### src/sv/lattice_path_count_blocked_edges_unit_macros.svh
// ----------------------------------------------------------------------------
// Lattice path counter assertion macros
// Shared concurrent assertion forms, clocked on i_clk, off during reset.
// ----------------------------------------------------------------------------
`ifndef LATTICE_PATH_COUNT_BLOCKED_EDGES_UNIT_MACROS_SVH
`define LATTICE_PATH_COUNT_BLOCKED_EDGES_UNIT_MACROS_SVH

// same-cycle implication
`define LPCBE_ASSERT_IMP(lbl, ante, cons) \
    lbl: assert property (@(posedge i_clk) disable iff (!i_rst_n) (ante) |-> (cons)) \
        else $error("same-cycle check failed");

// next-cycle implication
`define LPCBE_ASSERT_NEXT(lbl, ante, cons) \
    lbl: assert property (@(posedge i_clk) disable iff (!i_rst_n) (ante) |=> (cons)) \
        else $error("next-cycle check failed");

`endif

### src/sv/lpcbe_pkg.sv
// ----------------------------------------------------------------------------
// Lattice path counter package
// Field widths, codes, controller states and the structs passed between
// the controller and the column cells.
// ----------------------------------------------------------------------------
package lpcbe_pkg;

    localparam int COORD_W   = 6;
    localparam int COUNT_W   = 63;
    localparam int CFG_IDX_W = 1;
    localparam int CFG_W     = 6;

    // item operation codes
    localparam logic OP_EDGE    = 1'b0;
    localparam logic OP_COMPUTE = 1'b1;

    // configuration register indexes
    localparam logic [CFG_IDX_W-1:0] CFG_GRID_WIDTH  = 1'b0;
    localparam logic [CFG_IDX_W-1:0] CFG_GRID_HEIGHT = 1'b1;

    typedef enum logic [1:0] {
        ST_CLEAR,
        ST_IDLE,
        ST_SWEEP,
        ST_FINISH
    } t_state;

    // one wavefront token: row index and the count for that row
    typedef struct packed {
        logic               valid;
        logic [COORD_W-1:0] y;
        logic [COUNT_W-1:0] cnt;
    } t_link;

    // blocked-edge write, addressed by the upper endpoint
    typedef struct packed {
        logic               we;
        logic [COORD_W-1:0] x;
        logic [COORD_W-1:0] y;
        logic               left;
        logic               below;
    } t_edge_wr;

endpackage

### src/sv/lpcbe_cell.sv
// ----------------------------------------------------------------------------
// Lattice path counter column cell
// Holds the blocked flags of one column in small memories and its running
// count; reads the flags of a token's row in a first stage, computes the
// count in a second and hands the token on to the next column.
// ----------------------------------------------------------------------------
module lpcbe_cell #(
    parameter int MAX_DIM = 32,
    parameter int CELL_X  = 0,
    localparam int IDX_W  = $clog2(MAX_DIM + 1)
) (
    input  logic                   i_clk,
    input  logic                   i_rst_n,
    input  lpcbe_pkg::t_link       i_link,
    input  lpcbe_pkg::t_edge_wr    i_wr,
    input  logic                   i_clear,
    input  logic [IDX_W-1:0]       i_clear_row,
    input  logic [IDX_W-1:0]       i_w,
    output lpcbe_pkg::t_link       o_link
);

    logic                           r_left  [0:MAX_DIM];
    logic                           r_below [0:MAX_DIM];
    logic                           r_left_rd;
    logic                           r_below_rd;
    lpcbe_pkg::t_link               r_pipe;
    lpcbe_pkg::t_link               r_link;

    logic [IDX_W-1:0]               rd_idx;
    logic [IDX_W-1:0]               wr_idx;
    logic                           wr_hit;
    logic                           active;
    logic [lpcbe_pkg::COUNT_W-1:0]  add_left;
    logic [lpcbe_pkg::COUNT_W-1:0]  add_below;
    logic [lpcbe_pkg::COUNT_W-1:0]  n_cnt;

    always_comb begin
        rd_idx    = i_link.y[IDX_W-1:0];
        wr_idx    = i_wr.y[IDX_W-1:0];
        wr_hit    = i_wr.we && (i_wr.x == lpcbe_pkg::COORD_W'(CELL_X));
        // columns past the destination drop the wavefront
        active    = (IDX_W'(CELL_X) <= i_w);
        add_left  = ((CELL_X != 0) && !r_left_rd) ? r_pipe.cnt : '0;
        add_below = ((r_pipe.y != '0) && !r_below_rd) ? r_link.cnt : '0;
        if ((CELL_X == 0) && (r_pipe.y == '0)) begin
            n_cnt = lpcbe_pkg::COUNT_W'(1);
        end else begin
            n_cnt = add_left + add_below;
        end
    end

    // flag memories: wiped one row per cycle, set by edge writes
    always_ff @(posedge i_clk) begin
        if (i_clear) begin
            r_left[i_clear_row]  <= 1'b0;
            r_below[i_clear_row] <= 1'b0;
        end else if (wr_hit) begin
            if (i_wr.left) begin
                r_left[wr_idx] <= 1'b1;
            end
            if (i_wr.below) begin
                r_below[wr_idx] <= 1'b1;
            end
        end
    end

    always_ff @(posedge i_clk) begin
        r_left_rd  <= r_left[rd_idx];
        r_below_rd <= r_below[rd_idx];
    end

    always_ff @(posedge i_clk) begin
        if (!i_rst_n) begin
            r_pipe.valid <= 1'b0;
            r_link.valid <= 1'b0;
        end else begin
            r_pipe.valid <= i_link.valid && active;
            r_link.valid <= r_pipe.valid;
            if (i_link.valid && active) begin
                r_pipe.y   <= i_link.y;
                r_pipe.cnt <= i_link.cnt;
            end
            if (r_pipe.valid) begin
                r_link.y   <= r_pipe.y;
                r_link.cnt <= n_cnt;
            end
        end
    end

    assign o_link = r_link;

endmodule

### config.mk
export PLATFORM = sky130hd
export DESIGN_NAME = lpcbe_cell
export DESIGN_NICKNAME = d
export VERILOG_FILES = /design/src/sv/lattice_path_count_blocked_edges_unit_macros.svh /design/src/sv/lpcbe_pkg.sv /design/src/sv/lpcbe_cell.sv
export SDC_FILE = /design/constraint.sdc
export NUM_CORES = 1
export LEC_CHECK = 0
export ABC_AREA = 1
export BUFFER_PORTS_ARGS = -buffer_cell sky130_fd_sc_hd__buf_2
export CAP_MARGIN = 20
export CORE_MARGIN = 2
export CORE_UTILIZATION = 44
export DETAILED_ROUTE_END_ITERATION = 16
export PLACE_DENSITY_LB_ADDON = 0.1
export SLEW_MARGIN = 0
export SYNTH_ARGS = -nofsm -noshare
export SYNTH_HDL_FRONTEND = slang
export SYNTH_SLANG_ARGS = --single-unit
### constraint.sdc
create_clock -name i_clk -period 2.3 [get_ports i_clk]
set_input_delay 0.345 -clock i_clk [delete_from_list [all_inputs] [get_ports i_clk]]
set_output_delay 0.345 -clock i_clk [all_outputs]
set_load 0.03 [all_outputs]
==> impl_results.md <==
- Status: finished clean
- Power Density: 599 nW/µm²
- Post-synth EDFFs: 46
- Area Overhead vs Synth: 3.67%
- WL/cell: roughly 11 µm
- Initial antenna violation count: 0
- Largest net degree at the start of global routing: 34
- Clk buf depth: 2
- First-pass GRT wire length: ~7.4 mm
- Cells after DPL: between 400 and 500
- Setup WS post-layout: between 0.5 and 0.6 ns
- RR Startpoint: r_pipe[66]
- Reg2Reg Depth: 4
- Psw: around 0.52 mW
- Detailed Place HPWL: between 3 and 4 mm
- Die ar.: 7170 µm²
- Critical Path RT: approximately 2.3 ns
- Final wirelength: around 4.7 mm
- Num Clock Sinks: about 50
- Fraction of registers with async set/reset: 0
- Cell Chain, Critical Path: buf_2, inv_1, nand2_2, nor3_4, nand3_4, o21ai_2, nand3_1, nor2_1
- Fin area: slightly below 3000 µm²
- CP max FO: 21
- Pre-antenna DRT Iters: 4
- # hold bufs at CTS: 0
- Register share of total power: 0.555
- Worst path max stage delay: roughly 0.31 ns
- CTS Root Cell: clkbuf_8
- Worst EP arrival: between 1.5 and 2 ns
- Final Wtd Congestion: ~0.73
- Clock power share: 0.278
- Unique masters post-synth: 27
- Cells after synthesis: roughly 300
- N_diodes: 0
- Clk_lat worst skew: 0.31 ns
- Final std cells w/o fill: approximately 420
- Drt drc: 0
- Initial drt markers: 92
- CP top delay family: simple AND/OR/NAND/NOR gates
- R2r endpoint: o_link[0]
- MaxCap Viol Count: 0
- Peak supply drop: between 0.0003 and 0.0004 V
- Setup violators final: 0
- Worst hold margin: 0.255 ns
- CTS HTree Levels: 2
- GRT Util Overall: 0.133
- Max Fclk: slightly below 600 MHz
- Worst hold stages: 1
- Hold Crit Class: input pin to flip-flop
- Synth cell count leaders: 63 x buf_4, 55 x nand2_1, 46 x edfxtp_1
- Top-count cell post-synth: buf_4
- Post-CTS setup buffer count: 0
- Final setup skew: between 0.009 and 0.01 ns
- Syn Area/Cell: between 9 and 10 µm²
- Internal: between 1 and 1.5 mW
- Num CTS Buffers: 5
- PortBufs: 37
- Num rows: 29
- Top FF cell, synth: edfxtp_1
- Crit path from: i_wr[10]
- CP Capture Type: flip-flop
- Post-DRT Antenna Nets: 0
- Starting Density: 0.453
- Pre-CTS WS: between 0.2 and 0.25 ns
- Number of I/O pins: 170
- Cell taking the most area after synthesis: edfxtp_1
- Post-CTS sizing: 0
- Sw Share: 0.294
- Synth warn: 0
- Finished Core Util: 0.470
- Final period util: 0.744
- Die Width: around 85 µm
- Synth Cell Area: around 2900 µm²
- Combinational share of power: 0.167
- Clk slew on worst S/H paths: about 0.080 ns
- Vias in the first global route: between 1500 and 2000
- Buf/Inv on CP: 2
- Top-area cell type share of the netlist area: 0.483
- Vert. Die Dim: 84.7 µm
- Final nets: 438
- Critical setup path kind: input pin to flip-flop
- FF+latch count, synth: 49
- R2r setup slk: a little over 1 ns
- Post-layout power: around 1.8 mW
- Hold Fails Final Rpt: 0
- Hold Path Origin: i_link[68]
- Total grt overflow: 0
- Vias post-DR: 1787
- Count of final max-slew check failures: 0
- Levels on crit path: 8
- Unrepaired setup endpoints after global routing: false
- Leakage power total: between 1 and 1.5 nW
- Final Critical Period: about 1.7 ns
- Seq/Total Area, Yosys: 0.503
- Core ar.: ~6300 µm²
- Hold Path Sink: r_pipe[68]
- CTS tree: built
- Setup TNS: 0 ns
- Top post-synthesis cells by area: edfxtp_1 48%, buf_4 17%, nand2_1 7.2%
- Area after DPL: between 2000 and 3000 µm²
- Slowest stage cell on the critical path: nand3_4
- Via density: about 4.3
- Layout cell share with drive strength beyond 1: 0.218
- Fill cells: approximately 630
- CP Launch Type: input pin
flip-flops by register name, indices dropped and copies added, names as in the netlist:
name,count
r_below,33
o_link,8
r_pipe,7
r_below_rd,1
metal layers:
metal / GRT usage / vias up / wire (µm)
met2: 0.230 / 75 / 2320
met1: 0.158 / 788 / 1980
li1: - / 917 / -
met5: 0 / - / 0
met3: 0.0275 / 7 / 306
met4: 0.0606 / 0 / 93
power groups by stage:
| stage | Sequential [mW] | Clock [mW] | Combinational [mW] |
|---|---|---|---|
| after floorplan | 1.01 | 0 | 0.318 |
| after global placement | 1.01 | 0 | 0.297 |
| after detailed placement | 1.01 | 0 | 0.299 |
| after CTS | 0.987 | 0.501 | 0.299 |
| after global routing | 0.989 | 0.540 | 0.325 |
| final | 0.987 | 0.495 | 0.298 |
layout by cell type, fill, tap and decap left out, drive strengths merged:
master and instances:
conb 62, clkbuf 7, buf 39, o21a 1
nand3 35, dfxtp 3, clkinvlp 1, inv 21
clkinv 2, nor3 2, nand2 66, nand3b 1
o21ai 9, edfxtp 46, and2 1, nor2 42
a21oi 1
worst reg2reg max path, stage by stage, from the launching register on:
cell and delay [ns]:
edfxtp_1 0.40, nor2_1 0.14, nand2_1 0.08, nor3_1 0.21, o21a_1 0.16
worst max-delay path by stage:
stage	to	slack [ns]
final	r_below[14]	0.59
after detailed placement	r_below[22]	0.24
after CTS	r_below[14]	0.56
after global placement	r_below[22]	0.24
after global routing	r_below[30]	0.42
after floorplan	r_below[11]	0.50
cells by family after synthesis:
logic type	Yosys count	share of synthesized area
AO/OA/AOI/OAI	11	0.0358
other	1	0.00131
buffers and inverters	91	0.207
flip-flops	49	0.503
AND/OR/NAND/NOR	147	0.253
area by class of cell:
class	instances	area, µm²	share of cell area
clock buffers	7	76.3	0.0257
clock inverters	1	7.51	0.00253
inverters	23	87.6	0.0295
multi-input cells	220	1060	0.357
flip-flops and latches	49	1440	0.486
well taps	77	96.3	0.0325
repair buffers	39	200	0.0675
No activity file was read; power rests on OpenSTA's default activity.
